<file path="src/design/otsu_pkg.sv">
// otsu_pkg: widths, state codes and control structs for the otsu binariser
// used by otsu_hist, otsu_mul and otsu_threshold_binarize; no dependencies
package otsu_pkg;

    localparam int LW        = 8;                 // gray level bits
    localparam int LEVELS    = 1 << LW;           // histogram bins
    localparam int CW        = 22;                // bin and pixel count bits
    localparam logic [CW-1:0] COUNT_MAX = {CW{1'b1}};
    localparam int SW        = CW + LW;           // weighted sums
    localparam int PQW       = CW + SW;           // sb*T and S*fg
    localparam int D2W       = 2 * PQW;           // squared difference
    localparam int DENW      = 2 * CW;            // fg*bg
    localparam int MAW       = D2W;               // multiplicand width
    localparam int MBW       = PQW;               // multiplier width
    localparam int PW        = MAW + MBW;         // product width

    typedef enum logic [9:0] {
        S_IDLE    = 10'b00_0000_0001,
        S_ACC_WR  = 10'b00_0000_0010,
        S_SUM_RD  = 10'b00_0000_0100,
        S_SUM_ADD = 10'b00_0000_1000,
        S_LV_RD   = 10'b00_0001_0000,
        S_LV_ADD  = 10'b00_0010_0000,
        S_LV_CHK  = 10'b00_0100_0000,
        S_MUL     = 10'b00_1000_0000,
        S_EMIT    = 10'b01_0000_0000,
        S_OUT     = 10'b10_0000_0000
    } state_t;

    typedef enum logic [2:0] {
        M_P   = 3'd0,
        M_Q   = 3'd1,
        M_D   = 3'd2,
        M_DEN = 3'd3,
        M_L   = 3'd4,
        M_R   = 3'd5
    } mstep_t;

    localparam logic OP_ACC = 1'b0;
    localparam logic OP_BIN = 1'b1;
    localparam logic KIND_THR = 1'b0;
    localparam logic KIND_PIX = 1'b1;

    typedef struct packed {
        logic          rd_en;
        logic [LW-1:0] rd_addr;
        logic          wr_en;
        logic [LW-1:0] wr_addr;
        logic [CW-1:0] wr_data;
        logic          clr;
    } hist_ctrl_t;

    typedef struct packed {
        logic busy;
        logic done;
    } mul_stat_t;

endpackage

</file>
<file path="src/design/otsu_mul.sv">
// otsu_mul: shared shift-add multiplier, one partial product per cycle
// depends on otsu_pkg
module otsu_mul (
    input  logic                      clk,
    input  logic                      rst_n,
    input  logic                      start,
    input  logic [otsu_pkg::MAW-1:0]  a,
    input  logic [otsu_pkg::MBW-1:0]  b,
    output otsu_pkg::mul_stat_t       stat,
    output logic [otsu_pkg::PW-1:0]   prod
);

    logic [otsu_pkg::PW-1:0]  a_reg;
    logic [otsu_pkg::MBW-1:0] b_reg;
    logic [otsu_pkg::PW-1:0]  acc_reg;
    logic                     busy_reg;

    // finishes as soon as no multiplier bits remain
    assign stat.busy = busy_reg;
    assign stat.done = busy_reg && (b_reg == '0);
    assign prod      = acc_reg;

    always_ff @(posedge clk or negedge rst_n)
    begin
        if (!rst_n)
        begin
            busy_reg <= 1'b0;
        end
        else if (start)
        begin
            busy_reg <= 1'b1;
        end
        else if (stat.done)
        begin
            busy_reg <= 1'b0;
        end
    end

    always_ff @(posedge clk)
    begin
        if (start)
        begin
            a_reg   <= otsu_pkg::PW'(a);
            b_reg   <= b;
            acc_reg <= '0;
        end
        else if (busy_reg && (b_reg != '0))
        begin
            if (b_reg[0])
            begin
                acc_reg <= acc_reg + a_reg;
            end
            a_reg <= a_reg << 1;
            b_reg <= b_reg >> 1;
        end
    end

endmodule

</file>
<file path="config.mk">
export PLATFORM = sky130hd
export DESIGN_NAME = otsu_mul
export DESIGN_NICKNAME = d
export VERILOG_FILES = /design/src/design/otsu_pkg.sv /design/src/design/otsu_mul.sv
export SDC_FILE = /design/constraint.sdc
export NUM_CORES = 1
export LEC_CHECK = 0
export BUFFER_PORTS_ARGS = -buffer_cell sky130_fd_sc_hd__buf_2
export CORE_ASPECT_RATIO = 0.5
export CORE_MARGIN = 2
export CORE_UTILIZATION = 55
export CTS_BUF_LIST = sky130_fd_sc_hd__clkbuf_4
export DETAILED_ROUTE_END_ITERATION = 6
export MAX_ROUTING_LAYER = met4
export PLACE_DENSITY = 0.78
export SLEW_MARGIN = 0
export SYNTH_ARGS = -nofsm -noshare
export SYNTH_HDL_FRONTEND = slang
export SYNTH_SLANG_ARGS = --single-unit
</file>
<file path="constraint.sdc">
create_clock -name clk -period 8.2 [get_ports clk]
set_input_delay 1.23 -clock clk [delete_from_list [all_inputs] [get_ports clk]]
set_output_delay 1.23 -clock clk [all_outputs]
set_load 0.01 [all_outputs]
</file>
Word level (Yosys, flattened, before mapping)
Index checks and enable logic that the tools add are counted.
{"block": "word_totals", "in_bits": 159, "out_inout_bits": 158, "ram_bits": 0, "ff_bits": 365, "mem_count": 0, "latchBits": 0, "rom_bits": 0}
{"block": "op_classes", "mul": 0, "div": 0, "bitwise_logic": 0, "reduce_logical": 7, "magnitude_cmp": 0, "shifts": 0, "n_addsub": 1, "n_eq_ne": 0, "n_mux": 6}
{"op": "$mux W104", "n": 2}
{"op": "$add A156 B156 Y156", "n": 1}
{"op": "$mux W52", "n": 2}
{"op": "$logic_not A52 Y1", "n": 1}
{"op": "$reduce_bool A52 Y1", "n": 1}
{"op": "$reduce_bool A2 Y1", "n": 2}
{"op": "$logic_and A1 B1 Y1", "n": 2}
{"op": "$mux W1", "n": 2}
{"op": "$reduce_and A2 Y1", "n": 1}

Depth between registers and ports, before layout
Gate-level depths: netlist (run 1).
{"block": "depth", "ltp_word": 4, "depth_mapped": 13, "depth_no_buf": 13}

Least setup slack after synthesis (run 1)
No wires, ideal clock.
{"block": "synth_path", "path_type": "input to register", "start": "input port start", "end": "register a_reg[0] (netlist name), enable pin", "required_ns": 6.899, "path_slack_ns": 2.358, "arrival_time_ns": 4.542, "path_stages": 5, "n_path_buf": 3, "path_cell_list": "clkbuf_1 -> inv_1 -> clkbuf_1 -> buf_2 -> nand2_1"}
{"block": "synth_via", "elab_chain_len": 1}
{"item": "start: declaration", "line": "otsu_mul.sv:6", "rtl": "input logic start,"}
{"item": "$reduce_bool A2 Y1 (no line)"}
{"item": "end signal: assignment", "line": "otsu_mul.sv:43", "rtl": "a_reg <= otsu_pkg::PW'(a);"}
{"item": "end signal: assignment", "line": "otsu_mul.sv:53", "rtl": "a_reg <= a_reg << 1;"}
{"item": "end: declaration", "line": "otsu_mul.sv:13", "rtl": "logic [otsu_pkg::PW-1:0] a_reg;"}
Every way passes these cells.
A chain may end at the register's enable or synchronous reset.

Worst setup path after layout (run 1)
{"block": "layout_path", "start": "register b_reg[31] (netlist name)", "end": "register acc_reg (netlist bit prod[135])"}
{"block": "layout_via", "elab_chain_len": 3}
{"item": "start: declaration", "line": "otsu_mul.sv:14", "rtl": "logic [otsu_pkg::MBW-1:0] b_reg;"}
{"item": "start signal: assignment", "line": "otsu_mul.sv:54", "rtl": "b_reg <= b_reg >> 1;"}
{"item": "$reduce_bool A52 Y1", "line": "otsu_mul.sv:47", "rtl": "else if (busy_reg && (b_reg != '0))"}
{"item": "$logic_and A1 B1 Y1", "line": "otsu_mul.sv:47"}
{"item": "$reduce_and A2 Y1 (no line)"}
{"item": "end signal: assignment", "line": "otsu_mul.sv:51", "rtl": "acc_reg <= acc_reg + a_reg;"}
{"item": "end: declaration", "line": "otsu_mul.sv:15", "rtl": "logic [otsu_pkg::PW-1:0] acc_reg;"}
Every way passes these cells.

==> results of run 1 <==
stage by stage:
stage	utilization	setup slack, ns	cell area [µm²]	hold WS (ns)
finish	0.622	3.08	28100	0.139
global route	0.622	2.94	28100	0.0767
CTS	0.622	3.24	28100	0.0820
detailed placement	0.596	3.31	26900	0.464
global placement	0.596	3.45	26900	0.453
floorplan	-	2.36	25100	0.484
cells in the final DEF, fill, tap and decap left out, types with 59 or more instances in the layout:
cell and count:
a21o_1 78, a21oi_1 371, buf_2 315, clkbuf_4 134, dfxtp_1 208, edfxtp_1 156, ha_1 155, mux2_2 156
nand2_1 433, nand3_1 59, nand4_1 107, nor2_1 236, o21ai_0 165, xnor2_1 71
cell usage after synthesis (53+ instances only):
library cell,number,share of area
a21o_1,78,0.023
a21oi_1,371,0.074
clkbuf_1,140,0.021
dfxtp_1,208,0.17
edfxtp_1,156,0.19
ha_1,155,0.077
inv_1,53,0.0079
mux2_2,156,0.070
mux2i_1,57,0.023
nand2_1,435,0.065
nand3_1,59,0.012
nand4_1,107,0.027
nor2_1,237,0.035
nor3_1,53,0.011
o21ai_0,165,0.033
o21bai_1,57,0.017
xnor2_1,71,0.025
final timing paths:
path | from | to | cells after the start
worst min-delay path | rst_n | busy_reg | 1
worst max-delay path | b_reg[31] | prod[135] | 13
worst min register to register | prod[133] | prod[133] | 2
worst max register to register | b_reg[31] | prod[135] | 13
min in group clk | prod[133] | prod[133] | 2
max in group asynchronous | rst_n | busy_reg | 1
where the power goes:
group          switching [W]  internal (W)  total, W
sequential          0.000173       0.00211   0.00229
clock               0.000807      0.000783   0.00159
combinational        0.00158      0.000882   0.00246
total                0.00256       0.00378   0.00634
layout make-up:
| class | instances | area, µm² |
|---|---|---|
| Inverter | 53 | 199 |
| Tap cell | 598 | 748 |
| Antenna cell | 2 | 5.00 |
| Fill cell | 3982 | 17100 |
| Clock inverter | 23 | 148 |
| Clock buffer | 134 | 1010 |
| Multi-Input combinational cell | 2390 | 15400 |
| Sequential cell | 365 | 8870 |
| Timing Repair Buffer | 331 | 1720 |
per-layer routing:
metal	vias up	track usage	wire length (µm)	share of wire
li1	11500	-	-	-
met1	11500	0.468	37000	0.44
met2	909	0.555	37800	0.45
met3	163	0.0599	6160	0.074
met4	0	0.108	2370	0.028
met5	-	-	0	0
cells by family after synthesis:
kind of cell / share of synthesized area
XOR/XNOR: 0.0408
multiplexers: 0.0926
AO/OA/AOI/OAI: 0.214
buffers and inverters: 0.0365
AND/OR/NAND/NOR: 0.185
adder cells (fa/ha/maj): 0.0780
flip-flops: 0.353
worst register-to-register path: stages (launching register included):
cell	delay [ns]
edfxtp_1	0.39
nor4_1	0.44
nand4_1	0.15
nor4_1	0.89
nand2b_4	0.28
buf_4	0.73
inv_1	0.23
and2_4	0.34
buf_4	0.40
nor2_4	0.36
buf_4	0.50
nand2_1	0.12
o311a_1	0.14
nand3_1	0.08
==> flow_results.org, run 1 <==
** STA
- Aggregate negative setup slack :: 0 ns
- Relative slew slack :: 0.154
- Worst clock skew on the final layout :: 0.0815 ns
- Derived from the worst setup path, the maximum achievable clock frequency is a little under 200 MHz.
- Worst-margin pin slew :: 1.27 ns
- The final-report max-slew violation count is 0.
- Minimum clock period :: 5.12 ns
- Final setup violating endpoints :: 0
- Setup repair after global routing missed its margin :: false
- Of the available clock period, the critical path in the final layout requires 0.624.
- The final hold violation count was 0.

** Die
- The core region is 45100 µm².
- Horizontal extent of the die :: 306 µm
- Row cnt :: 55
- The floorplan step set the die height to about 160 µm.
- For this design the top-level I/O count stands at 317.
- For this configuration, the core starts out at a cell density of 0.557.
- The floorplan step defined a die boundary enclosing 47500 µm².

** Global routing
- The number of antenna violations at the first check in global routing was 3.
- Entering global routing, the biggest net connects 111 pins.
- The first global-routing pass estimated between 100 and 150 mm of wire.
- In the global route stage, overall resource usage came out at 0.353.
- Summed over all layers, the global routing overflow is 0.
- Vias in the first global route :: 23100

** Route
- Routed WL :: 83.3 mm
- Remaining DRCs :: 0
- The detailed router finished its first iteration with between 2000 and 2500 violations.
- Vias per std cell :: 6.19
- The first detailed-routing pass took 6 iterations.
- DRT antenna net count :: 0
- Detailed routing inserted a total of 24100 vias.
- In the final routed layout, each cell accounts on average for 21.4 µm.

** Logic synthesis
- Sequential-to-total area share from yosys stat :: 0.353
- Averaged over all synthesized cells, the footprint is 8.41 µm².
- Counting every net in the synthesized netlist gives 3303.
- EDFF count, synth :: 156
- Among all flip-flop cells after synthesis, the most frequent one is dfxtp_1.
- Area of the mapped netlist :: 25100 µm²
- After technology mapping, the gate count stands at 2988.
- The netlist uses 81 different library cells.
- Of all flip-flops after synthesis, the portion carrying an async set or reset was 0.00274.
- Yosys printed 0 warnings.
- Counting flops and latches in the post-synthesis netlist gives roughly 370.

** Placement
- Port-buffer cells :: around 320
- Summed over all nets, the half-perimeter wirelength after detailed placement is between 60 and 70 mm.
- Dpl cells :: 3737
- Global placer's final weighted congestion :: between 1 and 1.5

** Clocking
- Total CTS buffers :: 86
- Hold buffers post-CTS :: 0
- CTS resizes :: 0
- Buffers inserted by post-CTS timing repair :: 0
- TritonCTS built the clock tree.
- At the later pin of the worst-skew pair, clock insertion delay measures 0.88 ns.
- Clock tree root buffer cell :: clkbuf_4
- Maximum clock path buffer count :: 3
- The H-tree was split into 3 levels.
- The clock net in this run drives a total of 365 sinks.
- Clock-pin slew on the worst setup and hold paths :: about 0.080 ns

** Setup path
- Critical path's largest stage delay :: 0.89 ns
- Among cell families on the critical path, the largest total delay comes from simple AND/OR/NAND/NOR gates.
- Together, buffers and inverters on the worst path number 4.
- R2R setup slack :: 3.08 ns
- In this run the worst path has a maximum fanout of 55.
- At the worst endpoint, the arrival time is 5.88 ns.
- Data on the critical path is required at its endpoint by 8.96 ns.
- By startpoint and endpoint, the worst setup path is classified as reg -> reg.
- Worst setup EP type :: flop
- Traced cell by cell, the critical path runs through nor4_1 -> nand4_1 -> nor4_1 -> nand2b_4 -> buf_4 -> inv_1 -> and2_4 -> buf_4 -> nor2_4 -> buf_4 -> nand2_1 -> o311a_1 -> nand3_1.
- On the critical path, the stage with the largest delay is an instance of nor4_1.
- The cell that appears most often on the critical path is buf_4.
- STA classifies the critical path startpoint as a flop.

** Cells and area
- Post-synthesis to final-layout area growth :: 11.7%
- Net total in the final layout :: 3542
- Of the cells placed in the final design, the portion with a size suffix greater than 1 is 0.203.
- Once layout is complete, the cells apart from fillers number 3896.

** Pwr
- Areal power density over the cells :: 226 nW/µm²
- IR analysis of the VDD net gives a maximum drop of 0.164 mV.
- Static Leak :: 11.7 nW
- Tot Pwr :: ~0.0063 W

** Job
- Maximum Capacitance Violations :: 0

** Hold path
- Class of the tightest hold or removal check :: in -> async

** Run status
- Outcome :: finished, final reports clean
No activity file was read; power rests on OpenSTA's default activity.
==> inputs of run 2 (changes only) <==
==> constraint.sdc (replaced) <==
create_clock -name clk -period 4.9 [get_ports clk]
set_input_delay 0.735 -clock clk [delete_from_list [all_inputs] [get_ports clk]]
set_output_delay 0.735 -clock clk [all_outputs]
set_load 0.01 [all_outputs]
==> flow_results.org, run 2 (synthesis gave the netlist of run 1 again) <==
** Hold path
- The min-delay analysis places its worst path in the category in -> async.

** Pwr
- Combinational Power Share :: 0.393 (+0.004)
- The switching power of the nets was 0.00440 W (+72%).
- The fraction of power spent switching nets was 0.411 (+0.00716).
- The part of the total power dissipated in sequential elements came to 0.357 (-0.004).
- The power density over cell area came to 379 nW/µm² (+68%).
- The largest voltage drop on the vdd net came to 0.250 mV (+52%).
- Internal Dissipation :: 0.00631 W (+67%)
- Static Leak :: 11.8 nW (+0.82%)
- The portion of total power attributed to the clock network is 0.250 (about the same).

** Clocking
- CTS tree :: yes
- Clock-pin slew on the worst setup and hold paths :: 0.08 ns (about the same)
- The count of hold buffers inserted by post-cts repair was 1 (+1).
- Sinks on Clock Net :: 365 (unchanged)
- Buffers inserted by post-CTS timing repair :: 0 (unchanged)
- The post-cts sizing count came to 0 (unchanged).
- Total CTS buffers :: 86 (unchanged)
- The maximum buffer depth of the clock tree came to 3 (unchanged).
- H-tree levels :: 3 (unchanged)
- The tree is rooted in a clkbuf_4.
- Clock Latency Late Sink :: 0.89 ns (about the same)

** Cells and area
- Compared with the post-synthesis result, the final layout area differs by 12.5%.
- Most common library cell in the layout ignoring fill and taps :: nand2_1
- The multi-input gate area in the final layout was 15400 µm² (about the same).
- The final design utilization was 0.626 (+0.00446).
- Layout cells sized above 1 :: 0.206 (+0.00336)
- The net total in the final layout came to 3557 (+0.42%).
- The area of all sequential standard cells was 8870 µm² (unchanged).
- Number of fill cells in the layout :: 3998 (+0.40%)
- Leaving out fill and tap cells, the most frequent cells in the layout are nand2_1 (433), a21oi_1 (371), buf_2 (315).

** Die
- Core area :: 45100 µm² (unchanged)
- Starting density of the core :: 0.557 (unchanged)
- The number of top-level pins was 317 (unchanged).
- The x dimension of the die was 306 µm (unchanged).
- The height of the die came to 155 µm (unchanged).
- The area enclosed by the die boundary was 47500 µm² (unchanged).
- Row cnt :: 55 (unchanged)

** Route
- The final routed wire length divided by cell count was 21.5 µm (+0.71%).
- Total vias in the final route :: 24400 (+1.0%)
- Initial DRT Pass Iterations :: 6 (unchanged)
- Remaining DRCs :: 0 (unchanged)
- Drt initial violations :: 2590 (+23%)
- DRT antenna net count :: 0 (unchanged)
- The post-detailed-route via-to-cell ratio is 6.22 (+0.45%).
- Routed WL :: 84.4 mm (+1.3%)

** Placement
- The number of I/O port buffers was 316 (unchanged).
- The routability-driven placement congestion ratio is 1.04 (+3.7%).
- HPWL after DPL :: 64.4 mm (+0.63%)

** Run status
- The flow ran to the end, and the final reports show no timing, DRC or antenna violations.

** Global routing
- The wire length of the first global-routing pass is 129 mm (-0.16%).
- M1 GR Usage :: 0.466 (-0.00204)
- The pin count of the biggest net entering global routing was 180 (+62%).
- The global routing usage summed across all routing layers was 0.354 (+0.000640).
- The global routing stage identified its most utilized layer as met2.
- The met3 layer usage reported by global route was 0.0673 (+0.00736).
- Vias in the first global route :: 23100 (+0.0087%)
- The number of antenna violations at the first check in global routing was 4 (+1).
- The met2 layer usage reported by global route came to 0.543 (-0.0118).
- The sum of overflow across all layers after global routing came to 0 (unchanged).

** Setup path
- The critical path data required time came to 5.70 ns (-3.26 ns).
- STA classifies the critical path endpoint as a flop.
- R2R setup slack :: 0.32 ns (-2.76 ns)
- Critical Path Start Type :: flop
- The arrival time reported for the critical path endpoint is 5.38 ns (-0.50 ns).
- Biggest fanout along the worst timing path :: 6 (-89%)
- The critical path in this run is classified as reg -> reg.

** STA
- Max Clk Rate :: 219 MHz (+12%)
- The post-route setup TNS was 0 ns (unchanged).
- Final setup violating endpoints :: 0 (unchanged)
- Setup repair after global routing left no endpoint under its margin.
- The final-report max-slew violation count was 0 (unchanged).
- Number of hold violations in the final report :: 0 (unchanged)
- Minimum clock period :: 4.58 ns (-0.543 ns)
- Worst-margin pin slew :: 1.05 ns (-0.211 ns)
- Final period utilization :: 0.934 (+0.310)
- The final clock skew is 0.0692 ns (-0.0123 ns).
- The relative slew slack came to 0.290 (+0.136).

** Job
- The number of max-capacitance violations reported was 0 (unchanged).
[run 2: cell count changes in the layout (fill, tap and decap cells not counted), moves of 2 or more]
cell	before	now
buf_4	14	23
buf_12	1	6
clkinv_1	11	14
clkinv_2	5	8
diode_2	2	5
clkbuf_4	134	132
clkinv_4	3	1
clkinv_8	0	2
inv_6	2	4
[run 2: worst max-delay path, cell delays in order (launching register included)]
cell	delay (ns)
edfxtp_1	0.41
ha_1	0.43
and3_1	0.20
a221o_1	0.25
nand4_1	0.19
a21boi_0	0.59
o21ai_1	0.21
a2111oi_0	0.70
buf_4	0.26
o21ai_0	0.18
a21oi_1	0.52
a21oi_1	0.22
xor2_1	0.19
o21ai_1	0.12
[run 2: power groups by stage]
stage          registers (W)  clock network, W  logic [W]
2_1_floorplan        0.00390                 0    0.00271
3_3_place_gp         0.00387                 0    0.00405
3_5_place_dp         0.00389                 0    0.00406
4_1_cts              0.00382           0.00271    0.00409
5_1_grt              0.00386           0.00285    0.00453
6_report             0.00383           0.00267    0.00421
[run 2: cell type report]
cell class / count / share of cell area
timing repair buffer: 346 / 0.0670
sequential: 365 / 0.314
antenna: 5 / 0.000443
inverter: 53 / 0.00704
clock buffer: 132 / 0.0351
tap: 598 / 0.0265
clock inverter: 29 / 0.00598
multi-input combinational: 2390 / 0.544
[run 2: final timing paths]
kind / from / end / depth (start not counted)
worst min register to register: prod[6] / prod[6] / 2
worst max register to register: a_reg[5] / prod[148] / 13
max in group asynchronous: rst_n / busy_reg / 2
min in group clk: b[12] / b_reg[12] / 2
worst min-delay path: rst_n / busy_reg / 2
worst max-delay path: a_reg[5] / prod[148] / 13
[run 2: through the flow]
stage	total power, W	instance area, µm²	hold WS [ns]	instances	setup slack (ns)
2_1_floorplan	0.00661	25100	0.439	2988	0.736
3_3_place_gp	0.00792	27100	0.452	3751	0.761
3_5_place_dp	0.00795	27100	0.463	3751	0.577
4_1_cts	0.0106	28300	0.0808	3913	0.553
5_1_grt	0.0112	28300	0.115	3916	0.327
6_report	0.0107	28300	0.145	3918	0.324
[run 2: metal layers]
metal | wire length [µm] | part of all wire
met1 | 37000 | 0.44
met2 | 37700 | 0.45
met3 | 6690 | 0.079
met4 | 3000 | 0.036
met5 | 0 | 0
